--- config.mk ---
export PLATFORM = sky130hd
export DESIGN_NAME = sprs_ram
export DESIGN_NICKNAME = d
export VERILOG_FILES = /design/src/design/sprs_ram.sv
export SDC_FILE = /design/constraint.sdc
export NUM_CORES = 1
export LEC_CHECK = 0
export ABC_CLOCK_PERIOD_IN_PS = 3100
export BUFFER_PORTS_ARGS = -buffer_cell sky130_fd_sc_hd__buf_2
export CAP_MARGIN = 20
export CORE_MARGIN = 2
export CORE_UTILIZATION = 38
export CTS_BUF_LIST = sky130_fd_sc_hd__clkbuf_4 sky130_fd_sc_hd__clkbuf_8
export DETAILED_ROUTE_END_ITERATION = 12
export PLACE_DENSITY = 0.64
export SLEW_MARGIN = 20
export SYNTH_ARGS = -nofsm -noshare
export SYNTH_HDL_FRONTEND = slang
export SYNTH_SLANG_ARGS = --single-unit
--- constraint.sdc ---
create_clock -name clk -period 3.1 [get_ports clk]
set_clock_uncertainty 0.1 [all_clocks]
set_input_delay 0.62 -clock clk [delete_from_list [all_inputs] [get_ports clk]]
set_output_delay 0.62 -clock clk [all_outputs]
set_load 0.03 [all_outputs]
--- src/design/sprs_ram.sv ---
// Generic single-port-write, single-port-read RAM with registered read data.
module sprs_ram #(
    parameter int WIDTH = 8,
    parameter int DEPTH = 16
) (
    input  logic                     clk,
    input  logic                     we,
    input  logic [$clog2(DEPTH)-1:0] waddr,
    input  logic [WIDTH-1:0]         wdata,
    input  logic [$clog2(DEPTH)-1:0] raddr,
    output logic [WIDTH-1:0]         rdata
);

    logic [WIDTH-1:0] mem [DEPTH];

    always_ff @(posedge clk)
    begin
        if (we)
        begin
            mem[waddr] <= wdata;
        end
        rdata <= mem[raddr];
    end

endmodule

# Word-level counts from Yosys, hierarchy flattened
# Memories as Yosys holds them, arrays and structs flattened. A register that Yosys moved wholly into a read port is not among the register bits.
# Cells that the tools add are included.
# totals
reg_bits,0
ram_bits,128
in_bits,18
out_inout_bits,8
wordCells,3
memories,1
# classes
mux,2
# memory_table
name,depth,word_bits,rd,rd_ports_with_merged_regs,write_ports,line,source
mem,16,8,1,1,1,14,logic [WIDTH-1:0] mem [DEPTH];
# ops
operator,n
$mux W1,2

# Depth between registers and ports, before layout
# logic_depth
word_depth,2
mapped_depth,5
mapped_depth_nobuf,3

# Least setup slack after synthesis
# OpenSTA, ideal clock, no wires.
# synth_timing
path_kind,in2reg
startpoint,input port waddr[2]
endpoint,memory mem[0][0] (enable)
setup_time_ns,0.383
arrival_time_ns,1.730
t_required_ns,2.617
slack_ns,0.887
stages,2
n_path_buf,0
cell_sequence,or3b_2 nor3_1
# synth_rtl
item,line,source
"start, declared",8,"input logic [$clog2(DEPTH)-1:0] waddr,"
"end, declared",14,
# No word-level cell before the write port.

==> key figures <==
Routing
  – Total iterations of the first detailed-routing run: 4
  – DRC violation count after routing: 0
  – Starting DRC count in detailed routing: 270
  – Per-cell via count in the routed design: 5.05
  – Total detailed-routing wirelength: 9.52 mm
  – Total via count in the routed design: 2384
  – ANT nets after route: 0
  – WL per Instance: 20.2 µm

STA
  – Max Transition Viols Final: 0
  – Unrepaired setup endpoints after global routing: no
  – Endpoints failing hold: 0
  – Tightest slew margin relative to the limit: 45.8%
  – Worst slew pin tran: 811 ps
  – Max frequency: 502 MHz
  – Post-layout min period: 1990 ps
  – Setup TNS: 0 ps
  – Tcrit/Tclk final: 64.3%
  – Worst-case setup margin in the final layout: 1110 ps
  – Number of endpoints failing setup at the final stage: 0

Clock tree
  – Clock insertion delay at the later pin of the skew report: 430 ps
  – Maximum level of the CTS H-tree: 4
  – # clock sinks: 136
  – Clock slew seen by the registers of the worst setup and hold paths: 70 ps
  – Setup Buffers After CTS: 0
  – Clock tree root driver cell: clkbuf_8
  – Clock tree from TritonCTS: built
  – Number of resized instances in the post-cts repair step: 0
  – Hold bufs inserted after CTS: 0
  – Num CTS Buffers: 17
  – Worst-case clock buffer depth: 2

Floorplanning
  – Die Y-Extent: 120 µm
  – Standard-cell rows: 42
  – Core Region: 13200 µm²
  – Initial core utilization: 38.9%
  – IO Count: 26
  – Die Width: 120 µm
  – Area enclosed by the die boundary: 14500 µm²

Layout
  – Area delta synth->final: 16.8%
  – Net count of the finished layout: 301
  – Layout cell share with drive strength beyond 1: 30.4%
  – Count of antenna diodes in the layout: 0

Critical path
  – Maximum fanout encountered on the critical timing path: 16
  – Crit path kind: in -> reg
  – Worst path bufs/invs: 2
  – CP top delay family: buffers and inverters
  – Required arrival time at the worst endpoint: 3310 ps
  – Cell depth of the worst flop-to-flop path: 3
  – CP max stage delay: 540 ps
  – Kind of start point of the critical path: input pin
  – Worst path depth: 5
  – Slowest stage cell, crit path: mux4_1
  – Chain of cells forming the critical path: buf_2, buf_12, mux4_1, a22oi_1, nand2_1
  – Crit end category: register
  – Worst Path Arrival: 2200 ps

GRT
  – Total global-route track usage: 14.4%
  – Global-route wire length before repair: 14.5 mm
  – Pin count of the biggest net entering global routing: 31
  – Global route total overflow: 0
  – Vias in the first global route: 2467
  – Number of antenna violations at the first check in global routing: 0

Pwr
  – Switching share of total power: 19.5%
  – Combinational Power Share: 5.4%
  – Net switching power: 749 µW
  – Part of the total power dissipated in sequential elements: 53.8%
  – Maximum vdd ir drop: 253 µV
  – Internal portion of total power: 3.09 mW
  – Pwr dens: 639 nW/µm²
  – Fraction of power consumed by the clock network: 40.8%
  – LEAKAGE: 2.03 nW

Synthesis
  – Synthesized area: 5150 µm²
  – Syn. warnings: 0
  – Nets in the synthesized netlist: 247
  – Register bit count reported by yosys: 136
  – Count of different cell masters after synthesis: 19
  – Share of the yosys chip area belonging to registers: 77.8%
  – Cell count after synthesis: 229
  – Average instance area after synthesis: 22.5 µm²

Placed design
  – Weighted congestion reported at the end of routability-driven placement: 0.715
  – Worst setup timing slack at the placement stage: 638 ps
  – # port buffers: 25
  – Placed wire-length estimate after detailed placement: 5.85 mm

Hold path
  – Min-Delay Path Class: in -> reg
  – Count of cells along the worst hold path: 1

Status
  – Outcome: finished, final reports clean

Job
  – Max-Cap Viols: 0
## layer usage
metal,up-vias,global-route usage [%],wire (µm)
met4,0,6.54,127
met1,1236,19.3,4200
met2,57,22.3,4750
met3,11,3.54,450
li1,1080,-,-
met5,-,0,0
## worst register-to-register path: cells and delay by family, from the launching register on
| kind | cells | cell delay [ps] |
|---|---|---|
| flip-flops | 1 | 370 |
| AND/OR/NAND/NOR | 1 | 80 |
| AO/OA/AOI/OAI | 1 | 270 |
| multiplexers | 1 | 510 |
## through the flow
step | hold WS, ps | power [mW] | area [µm²] | std cells | util (%)
floorplan | 529 | 2.23 | 5150 | 229 | -
global placement | 545 | 2.31 | 5580 | 440 | 42.1
detailed placement | 553 | 2.32 | 5580 | 440 | 42.1
CTS | 448 | 3.88 | 6010 | 472 | 45.4
global route | 454 | 3.98 | 6010 | 472 | 45.4
finish | 467 | 3.84 | 6010 | 472 | 45.4
## cell families (layout without fill, tap and decap cells)
kind of cell / Yosys count / count (layout) / synth area share (%)
compound gates: 16 / 16 / 2.33
buf+inv: 10 / 77 / 1.68
flops: 136 / 136 / 77.8
mux: 32 / 32 / 15.0
simple gates: 35 / 35 / 3.18
## power groups by stage
stage	registers (mW)	logic [mW]	clock network, mW
after global placement	2.11	0.207	0
after detailed placement	2.11	0.212	0
after global routing	2.07	0.227	1.68
after CTS	2.07	0.213	1.60
final	2.07	0.209	1.57
after floorplan	2.13	0.104	0
## registers in the layout (all words and copies together), names as in the netlist
name   cells
rdata      8
mem      128
## synthesized netlist by cell type
library cell,count,area [µm²]
buf_2,3,15.0
and2_1,1,6.26
and2b_1,1,7.51
dfxtp_1,8,160
nand2b_1,2,12.5
buf_4,1,7.51
mux4_1,14,368
mux4_2,18,405
or3b_2,1,8.76
clkdlybuf4s25_2,3,30.0
nand2_1,9,33.8
nand3b_1,2,15.0
nor2b_1,1,6.26
nand3_1,1,5.00
buf_6,3,33.8
a22oi_1,16,120
nor2_1,13,48.8
edfxtp_1,128,3840
nor3_1,4,20.0
## placed cells by master (no fill, tap or decap)
cell type,synthesis,layout
mux4_2,18,18
nand3b_1,2,2
nand2_1,9,9
nor3_1,4,4
nand2b_1,2,2
bufinv_16,0,5
buf_2,3,25
edfxtp_1,128,128
clkbuf_4,0,2
dfxtp_1,8,8
and2_1,1,1
or3b_2,1,1
nand3_1,1,1
mux4_1,14,14
a22oi_1,16,16
nor2_1,13,13
and2b_1,1,1
clkinv_2,0,2
buf_12,0,2
buf_4,1,18
clkbuf_8,0,17
clkinv_1,0,6
nor2b_1,1,1
## area by class of cell
cell class | count | area, µm²
clock inverters | 13 | 183
well taps | 176 | 220
clock buffers | 19 | 249
multi-input cells | 83 | 1060
repair buffers | 45 | 300
fillers | 1137 | 7230
flip-flops and latches | 136 | 4000
## worst paths after layout
check,slack [ps],to,from
hold / removal,470,mem[6][7],wdata[7]
hold reg to reg,570,rdata[1],mem[4][1]
setup reg to reg,1640,rdata[4],mem[9][4]
setup / recovery,1110,rdata[0],raddr[0]
(Power assumes the default switching activity.)
